[config.mk]
export PLATFORM = sky130hd
export DESIGN_NAME = twcr_front
export DESIGN_NICKNAME = d
export VERILOG_FILES = /design/src/rtl/twcr_pkg.sv /design/src/rtl/twcr_front.sv
export SDC_FILE = /design/constraint.sdc
export NUM_CORES = 1
export LEC_CHECK = 0
export ABC_AREA = 1
export BUFFER_PORTS_ARGS = -buffer_cell sky130_fd_sc_hd__buf_4
export CAP_MARGIN = 20
export CORE_MARGIN = 3
export CORE_UTILIZATION = 55
export DETAILED_ROUTE_END_ITERATION = 10
export PLACE_DENSITY_LB_ADDON = 0.2
export SLEW_MARGIN = 20
export SYNTH_ARGS = -nofsm -noshare
export SYNTH_HDL_FRONTEND = slang
export SYNTH_SLANG_ARGS = --single-unit
export TNS_END_PERCENT = 100
[constraint.sdc]
create_clock -name clk_i -period 7.71 [get_ports clk_i]
set_input_delay 1.1565 -clock clk_i [delete_from_list [all_inputs] [get_ports clk_i]]
set_output_delay 1.1565 -clock clk_i [all_outputs]
set_load 0.05 [all_outputs]
[src/rtl/twcr_pkg.sv]
// ----------------------------------------------------------------------------
// twcr_pkg
// shared types and constants for the textured wall column renderer
// ----------------------------------------------------------------------------
`default_nettype none
package twcr_pkg;

  localparam int unsigned ScreenHeightDef = 64;
  localparam int unsigned TexSizeDef      = 64;

  localparam logic [1:0] FaceN = 2'd0;
  localparam logic [1:0] FaceS = 2'd1;
  localparam logic [1:0] FaceE = 2'd2;
  localparam logic [1:0] FaceW = 2'd3;

  localparam logic OpLoad = 1'b0;
  localparam logic OpDraw = 1'b1;

  typedef struct packed {
    logic               is_load;
    logic [13:0]        addr;
    logic [31:0]        data;
    logic [9:0]         col_x;
    logic [1:0]         face;
    logic [5:0]         tcol;
    logic [6:0]         y;
    logic [6:0]         top;
    logic signed [39:0] acc;
    logic [22:0]        step;
  } cmd_t;

  typedef struct packed {
    logic [9:0]  x;
    logic [5:0]  y;
    logic [31:0] color;
    logic        last;
  } pix_t;

  typedef enum logic [2:0] {
    F_IDLE, F_DIV1, F_HT, F_DIV2, F_MUL, F_PUSH
  } front_state_e;

  typedef enum logic {
    B_IDLE, B_RUN
  } back_state_e;

endpackage
`default_nettype wire

[src/rtl/twcr_front.sv]
// ----------------------------------------------------------------------------
// twcr_front
// accepts items, forwards loads, works out height and step of a draw item
// with one shared serial divider, and its texture column with a multiply
// ----------------------------------------------------------------------------
`default_nettype none
module twcr_front #(
  parameter int unsigned SCREEN_HEIGHT = twcr_pkg::ScreenHeightDef,
  parameter int unsigned TEX_SIZE      = twcr_pkg::TexSizeDef
) (
  input  wire logic          clk_i,
  input  wire logic          rst_ni,
  input  wire logic          push_i,
  output logic               full_o,
  input  wire logic          opcode_i,
  input  wire logic [13:0]   texel_index_i,
  input  wire logic [31:0]   texel_rgba_i,
  input  wire logic [9:0]    column_x_i,
  input  wire logic          hit_horizontal_i,
  input  wire logic          step_x_negative_i,
  input  wire logic          step_y_negative_i,
  input  wire logic [23:0]   viewer_x_i,
  input  wire logic [23:0]   viewer_y_i,
  input  wire logic [23:0]   perp_distance_i,
  input  wire logic [23:0]   travel_x_i,
  input  wire logic [23:0]   travel_y_i,
  output logic               cq_push_o,
  output twcr_pkg::cmd_t     cq_data_o,
  input  wire logic          cq_full_i
);
  import twcr_pkg::*;

  localparam logic [22:0]        Num1 = 23'(SCREEN_HEIGHT << 16);
  localparam logic [22:0]        Num2 = 23'(TEX_SIZE << 16);
  localparam logic [16:0]        Half = 17'(SCREEN_HEIGHT / 2);
  localparam logic [16:0]        Sh   = 17'(SCREEN_HEIGHT);
  localparam logic signed [39:0] Acc0 = 40'((TEX_SIZE - 1) << 16);
  localparam logic [7:0]         Ts   = 8'(TEX_SIZE);

  front_state_e state_q, state_d;

  logic [23:0] rem_q, rem_d;
  logic [22:0] quo_q, quo_d;
  logic [23:0] den_q, den_d;
  logic [4:0]  cnt_q, cnt_d;
  logic [15:0] f_q, f_d;
  logic        rev_q, rev_d;
  logic [1:0]  face_q, face_d;
  logic [9:0]  colx_q, colx_d;
  logic [6:0]  y_q, y_d;
  logic [6:0]  top_q, top_d;
  logic [15:0] diff_q, diff_d;
  logic [22:0] step_q, step_d;
  logic [38:0] prod_q, prod_d;
  logic [5:0]  tcol_q, tcol_d;

  logic [24:0] rem_n;
  logic        ge;
  logic [23:0] w;
  logic        accept;
  logic [15:0] h;
  logic [16:0] bottom;
  logic [16:0] fsel;
  logic [23:0] uprod;
  logic [7:0]  u;

  always_comb begin
    rem_n = {rem_q, quo_q[22]};
    ge    = rem_n >= {1'b0, den_q};
  end

  always_comb begin
    if (hit_horizontal_i) begin
      w = step_x_negative_i ? (viewer_x_i - travel_x_i) : (viewer_x_i + travel_x_i);
    end else begin
      w = step_y_negative_i ? (viewer_y_i - travel_y_i) : (viewer_y_i + travel_y_i);
    end
  end

  assign h      = (quo_q[22:16] != 7'd0) ? 16'hFFFF : quo_q[15:0];
  assign bottom = Half + {2'b0, h[15:1]};
  assign fsel   = rev_q ? (17'h10000 - {1'b0, f_q}) : {1'b0, f_q};
  assign uprod  = fsel * {9'b0, Ts};
  assign u      = uprod[23:16];

  assign full_o = !(state_q == F_IDLE && !cq_full_i);
  assign accept = push_i && !full_o;

  always_comb begin
    state_d   = state_q;
    rem_d     = rem_q;
    quo_d     = quo_q;
    den_d     = den_q;
    cnt_d     = cnt_q;
    f_d       = f_q;
    rev_d     = rev_q;
    face_d    = face_q;
    colx_d    = colx_q;
    y_d       = y_q;
    top_d     = top_q;
    diff_d    = diff_q;
    step_d    = step_q;
    prod_d    = prod_q;
    tcol_d    = tcol_q;
    cq_push_o = 1'b0;
    cq_data_o = '0;
    case (state_q)
      F_IDLE: begin
        cq_data_o.is_load = 1'b1;
        cq_data_o.addr    = texel_index_i;
        cq_data_o.data    = texel_rgba_i;
        if (accept) begin
          if (opcode_i == OpLoad) begin
            cq_push_o = 1'b1;
          end else begin
            f_d    = w[15:0];
            colx_d = column_x_i;
            if (hit_horizontal_i) begin
              face_d = step_y_negative_i ? FaceN : FaceS;
              rev_d  = !step_y_negative_i;
            end else begin
              face_d = step_x_negative_i ? FaceW : FaceE;
              rev_d  = step_x_negative_i;
            end
            rem_d   = '0;
            quo_d   = Num1;
            den_d   = perp_distance_i;
            cnt_d   = 5'd22;
            state_d = F_DIV1;
          end
        end
      end
      F_DIV1, F_DIV2: begin
        rem_d = ge ? 24'(rem_n - {1'b0, den_q}) : rem_n[23:0];
        quo_d = {quo_q[21:0], ge};
        cnt_d = cnt_q - 5'd1;
        if (cnt_q == 5'd0) begin
          state_d = (state_q == F_DIV1) ? F_HT : F_MUL;
        end
      end
      F_HT: begin
        if (h == 16'd0) begin
          state_d = F_IDLE;
        end else begin
          if (bottom >= Sh) begin
            y_d    = 7'(SCREEN_HEIGHT - 1);
            top_d  = '0;
            diff_d = 16'(bottom - Sh);
          end else begin
            y_d    = 7'(bottom - 17'd1);
            top_d  = 7'(Half - {2'b0, h[15:1]});
            diff_d = '0;
          end
          rem_d   = '0;
          quo_d   = Num2;
          den_d   = {8'b0, h};
          cnt_d   = 5'd22;
          state_d = F_DIV2;
        end
      end
      F_MUL: begin
        step_d  = quo_q;
        prod_d  = diff_q * quo_q;
        tcol_d  = (u >= Ts) ? 6'd0 : u[5:0];
        state_d = F_PUSH;
      end
      F_PUSH: begin
        cq_data_o.is_load = 1'b0;
        cq_data_o.col_x   = colx_q;
        cq_data_o.face    = face_q;
        cq_data_o.tcol    = tcol_q;
        cq_data_o.y       = y_q;
        cq_data_o.top     = top_q;
        cq_data_o.acc     = Acc0 - $signed({1'b0, prod_q});
        cq_data_o.step    = step_q;
        if (y_q < top_q) begin
          state_d = F_IDLE;
        end else if (!cq_full_i) begin
          cq_push_o = 1'b1;
          state_d   = F_IDLE;
        end
      end
      default: state_d = F_IDLE;
    endcase
  end

  always_ff @(posedge clk_i or negedge rst_ni) begin
    if (!rst_ni) begin
      state_q <= F_IDLE;
    end else begin
      state_q <= state_d;
    end
  end

  always_ff @(posedge clk_i) begin
    rem_q  <= rem_d;
    quo_q  <= quo_d;
    den_q  <= den_d;
    cnt_q  <= cnt_d;
    f_q    <= f_d;
    rev_q  <= rev_d;
    face_q <= face_d;
    colx_q <= colx_d;
    y_q    <= y_d;
    top_q  <= top_d;
    diff_q <= diff_d;
    step_q <= step_d;
    prod_q <= prod_d;
    tcol_q <= tcol_d;
  end

endmodule
`default_nettype wire

* Yosys cells after proc, flatten, opt, wreduce, memory -nomap -nowiden
Index checks and enable logic that the tools add are counted.
** Operators by class
- $lt $le $gt $ge :: 4
- Reductions and logical operators :: 17
- Mux-type cells :: 42
- Multiply operators :: 1
- Add/subtract/negate cells :: 12
- Equal/unequal tests :: 10
- Bitwise logic cells :: 1
** Operator list (count)
- $mux W24 :: 7
- $mux W95 :: 1
- $pmux W24 S3 :: 1
- $mux W23 :: 3
- $pmux W23 S3 :: 1
- $mux W16 :: 4
- $pmux W24 S2 :: 1
- $mux W46 :: 1
- $sub A22 B39 Y40 const A :: 1
- $mul A16 B23 Y39 :: 1
- $add A16 B16 Y16 :: 2
- $sub A16 B16 Y16 :: 2
- $ge A25 B24 Y1 :: 1
- $sub A24 B24 Y24 :: 1
- $mux W3 :: 6
- $mux W17 :: 1
- $sub A17 B16 Y17 const A :: 1
- $add A6 B15 Y16 const A :: 1
- $ge A16 B7 Y1 const B :: 1
- $logic_not A16 Y1 :: 1
- $sub A16 B7 Y16 const B :: 1
- $mux W5 :: 3
- $pmux W3 S5 :: 1
- $pmux W5 S3 :: 1
- other kinds (25) :: 43
** Storage, ports and cells
- Word-level logic and storage cells :: 102
- Register bits after elaboration :: 206

* Logic depth before layout (Yosys ltp)
- Word-level depth :: 5
- Mapped depth :: 27

* Worst setup path before layout
Ideal clock, no wire load.
- Path type :: register -> register
- Start point :: reg quo_q[2]
- End point :: reg prod_q[28], data pin
- Setup slack :: 1.908 ns
- Arrival time :: 5.550 ns
- Required time :: 7.458 ns
- Clock period less this slack :: 5.802 ns
- Cell stages (with the launch flop) :: 23
- Path through :: edfxtp_1 -> clkbuf_1 -> clkbuf_1 -> nand2_1 -> fa_1 -> fa_1 -> inv_1 -> fa_1 -> fa_1 -> fa_1 -> inv_1 -> fa_1 -> inv_1 -> ha_1 -> nand2_1 -> nor2_1 -> nand2_1 -> o21ai_0 -> nand2_1 -> nand2_1 -> nand3_1 -> nand3_1 -> nand2_1
** Between the ends
- Cells in the longest elaborated chain, start to end :: 1
** RTL lines
- start: declaration :: RTL line twcr_front.sv:43 : logic [22:0] quo_q, quo_d;
- start signal: assignment :: RTL line twcr_front.sv:197 : quo_q <= quo_d;
- $mul A16 B23 Y39 :: RTL line twcr_front.sv:163 : prod_d = diff_q * quo_q;
- end signal: assignment :: RTL line twcr_front.sv:208 : prod_q <= prod_d;
- end: declaration :: RTL line twcr_front.sv:54 : logic [38:0] prod_q, prod_d;
No other way between the ends.
A chain may end at the register's enable or synchronous reset.

* Worst setup path in the final report
- Start point :: reg diff_q[3]
- End point :: reg prod_q[29], data pin
** Between the ends
- Cells in the longest elaborated chain, start to end :: 1
** RTL lines
- start: declaration :: RTL line twcr_front.sv:52 : logic [15:0] diff_q, diff_d;
- start signal: assignment :: RTL line twcr_front.sv:206 : diff_q <= diff_d;
- $mul A16 B23 Y39 :: RTL line twcr_front.sv:163
No other way between the ends.

==> summary.md <==
| Metric | Value |
|---|---|
| Number of nets with antenna violations after routing | `0` |
| Slew Limit Headroom | `0.264` |
| Critical Setup Path Class | `reg -> reg` |
| Measured slew at the worst slew-check pin | `1.10 ns` |
| Fraction of the cycle the final worst path needs | `0.869` |
| Overall overflow remaining after global route | `0` |
| Maximum clock path buffer count | `3` |
| Clk slew on worst S/H paths | `0.07 ns` |
| Gp weighted congestion | `0.932` |
| Clock tree from TritonCTS | `yes` |
| Worst hold path type | `in -> async` |
| DRC violation total after the first TritonRoute iteration | `1625` |
| Sequential standard cell area | `6140 um^2` |
| Number of hold violations in the final report | `0` |
| Top Family by Delay on Critical Path | `adder cells` |
| Number of nets in the layout | `4361` |
| Chip height | `225 um` |
| Sort of element at the end of the critical path | `register` |
| Number of cells upsized or downsized after cts | `0` |
| Bufs and invs on worst path | `3` |
| Slowest stage cell, crit path | `sky130_fd_sc_hd__edfxtp_1` |
| Top-area cell type share of the netlist area | `0.230` |
| Count of yosys warnings during synthesis | `0` |
| Post-detailed-routing wire length | `66.9 mm` |
| Filler cell count | `4276` |
| Critical-path cell list | `nand2_1, fa_1, fa_1, inv_1, fa_1, fa_1, fa_1, inv_1, fa_1, inv_1, ha_1, nand2_1, nor2_1, nand2_1, o21ai_0, nand2_1, nand2_1, a21oi_1, xnor2_1` |
| Synthesized instance count | `3471` |
| Critical path startpoint category | `register` |
| Die ar. | `50700 um^2` |
| Async set-reset flop share out of synthesis | `0.0146` |
| Final worst clock skew | `0.0152 ns` |
| Synth Net Count | `4130` |
| Most frequently used flop master after synthesis | `sky130_fd_sc_hd__edfxtp_1` |
| Worst EP arrival | `6.99 ns` |
| Pin count of the biggest net entering global routing | `49` |
| Leading cell types by total area after synthesis | `sky130_fd_sc_hd__edfxtp_1 23%, sky130_fd_sc_hd__fa_1 22%, sky130_fd_sc_hd__inv_1 12%` |
| Count of state elements after synthesis | `205` |
| Die width | `225 um` |
| Buffers on Ports | `295` |
| Sum Neg Setup Slack | `0 ns` |
| EDFF count, synth | `202` |
| Count leader, synth | `sky130_fd_sc_hd__inv_1` |
| Syn Area/Cell | `7.61 um^2` |
| Max Clk Rate | `0.149 GHz` |
| Number of cell rows | `79` |
| Total inserted antenna cells | `0` |
| Seq/Total Area, Yosys | `0.232` |
| RSZ-0062 raised after global routing | `no` |
| Count of different cell masters after synthesis | `50` |
| Layout overhead on the synthesized area | `13.4%` |
| Number of max-cap violations | `0` |
| Vias per cell | `5.18` |
| Most instantiated cells after synthesis | `874 x sky130_fd_sc_hd__inv_1, 734 x sky130_fd_sc_hd__nand2_1, 379 x sky130_fd_sc_hd__nor2_1` |
| Clk Latency, worst-skew pair | `0.55 ns` |
| Count of clock tree sinks | `205` |
| Buffer count from post-CTS setup fixing | `0` |
| Hold Buf Count CTS | `0` |
| Per-cell routed wire length | `15.5 um` |
| Number of I/O pins | `328` |
| Via Count | `22400` |
| Worst Path Required | `8.01 ns` |
| Detailed-route DRC error count | `0` |
| Setup violators final | `0` |
| Cell repeated most along the worst path | `sky130_fd_sc_hd__fa_1` |
| Clock root cell | `sky130_fd_sc_hd__clkbuf_16` |
| Cell taking the most area after synthesis | `sky130_fd_sc_hd__edfxtp_1` |
| Post-synthesis instance area | `26400 um^2` |
| Outcome | `finished, final reports clean` |
| Router iterations before antenna repair | `6` |
| Initial core utilization | `0.562` |
| Global-route usage over all layers | `0.267` |
| Area taken by multi-input logic gates | `16500 um^2` |
| Number of antenna violations at the first check in global routing | `0` |
| Post-layout minimum cycle time | `6.70 ns` |
| CTS buffer count | `24` |
| CTS H-tree lvls | `1` |
| Layout cell share with drive strength beyond 1 | `0.109` |
| Delay of the slowest cell on the worst path | `1.08 ns` |
| Floorplan Core Area | `47100 um^2` |
| First-pass GRT wire length | `110 mm` |
| Core occupancy in the finished layout | `0.637` |
| Total count of max-transition violations in the final report | `0` |
| Half-perimeter wire length of the detailed placement result | `52.3 mm` |
| Number of global-route vias before repair | `22000` |
| Maximum fanout along the worst path | `23` |
-- state kept, by name (all words and copies together) (netlist names) --
name,flops
prod_q,39
state_q,3
step_q,23
top_q,7
face_q,2
tcol_q,6
cnt_q,5
rem_q,24
y_q,7
colx_q,10
den_q,24
f_q,16
diff_q,16
quo_q,23
-- metal layers --
metal,global-route usage,share of wire
met5,0,0
met4,0.0705,0.025
met3,0.0414,0.078
met2,0.468,0.49
met1,0.349,0.41
-- kinds of logic (layout without fill, tap and decap cells) --
logic type	count (synthesis)	in the layout	synth area share
adders and majority gates	475	475	0.309
and+or+nand+nor	1311	1311	0.201
muxes	1	1	0.000379
AOI/OAI and AO/OA	379	379	0.0779
buffers and inverters	1000	1248	0.145
xor gates and xnor gates	100	100	0.0346
DFF	205	205	0.232
-- through the flow --
stage          cells  setup slack [ns]  instance area, um^2  hold WS (ns)
2_1_floorplan   3471              1.91                26400         0.421
3_3_place_gp    4282              1.19                29100         0.535
3_5_place_dp    4282              1.13                29100         0.533
4_1_cts         4325              1.09                29900         0.373
5_1_grt         4326             0.687                30000         0.377
6_report        4326              1.01                30000         0.391
-- worst paths after layout --
check | start | to | slack [ns] | cells after the start
min in group clk_i | f_q[15]$_DFFE_PP_ | tcol_q[5]$_SDFFCE_PP0N_ | 0.55 | 2
hold / removal | rst_ni | state_q[0]$_DFFE_PN0P_ | 0.39 | 1
setup / recovery | diff_q[3]$_SDFFCE_PN0P_ | prod_q[29]$_DFFE_PN_ | 1.01 | 19
setup reg to reg | diff_q[3]$_SDFFCE_PN0P_ | prod_q[29]$_DFFE_PN_ | 1.01 | 19
max in group asynchronous | rst_ni | state_q[1]$_DFFE_PN0P_ | 7.23 | 1
hold reg to reg | f_q[15]$_DFFE_PP_ | tcol_q[5]$_SDFFCE_PP0N_ | 0.55 | 2
-- layout make-up --
type,count,area share
well taps,607,0.0253
multi-input cells,2266,0.550
clock inverters,15,0.00735
clock buffers,28,0.0205
flip-flops and latches,205,0.205
inverters,886,0.111
repair buffers,319,0.0806
-- cell usage in the layout (no fill, tap or decap), types with 11 or more instances in the layout --
cell type	count
sky130_fd_sc_hd__nand3_1	93
sky130_fd_sc_hd__inv_1	874
sky130_fd_sc_hd__nand2_1	734
sky130_fd_sc_hd__nand4_1	20
sky130_fd_sc_hd__ha_1	180
sky130_fd_sc_hd__xnor2_1	32
sky130_fd_sc_hd__clkbuf_16	24
sky130_fd_sc_hd__o21ai_0	155
sky130_fd_sc_hd__nor2_4	11
sky130_fd_sc_hd__inv_2	11
sky130_fd_sc_hd__nor2_1	374
sky130_fd_sc_hd__edfxtp_1	202
sky130_fd_sc_hd__o21bai_1	12
sky130_fd_sc_hd__buf_4	318
sky130_fd_sc_hd__nor3_1	42
sky130_fd_sc_hd__a21oi_1	162
sky130_fd_sc_hd__fa_1	295
sky130_fd_sc_hd__xor2_1	66
Power is not shown: default switching activity piles up to over one toggle a cycle in this logic, so the estimate is an artifact.
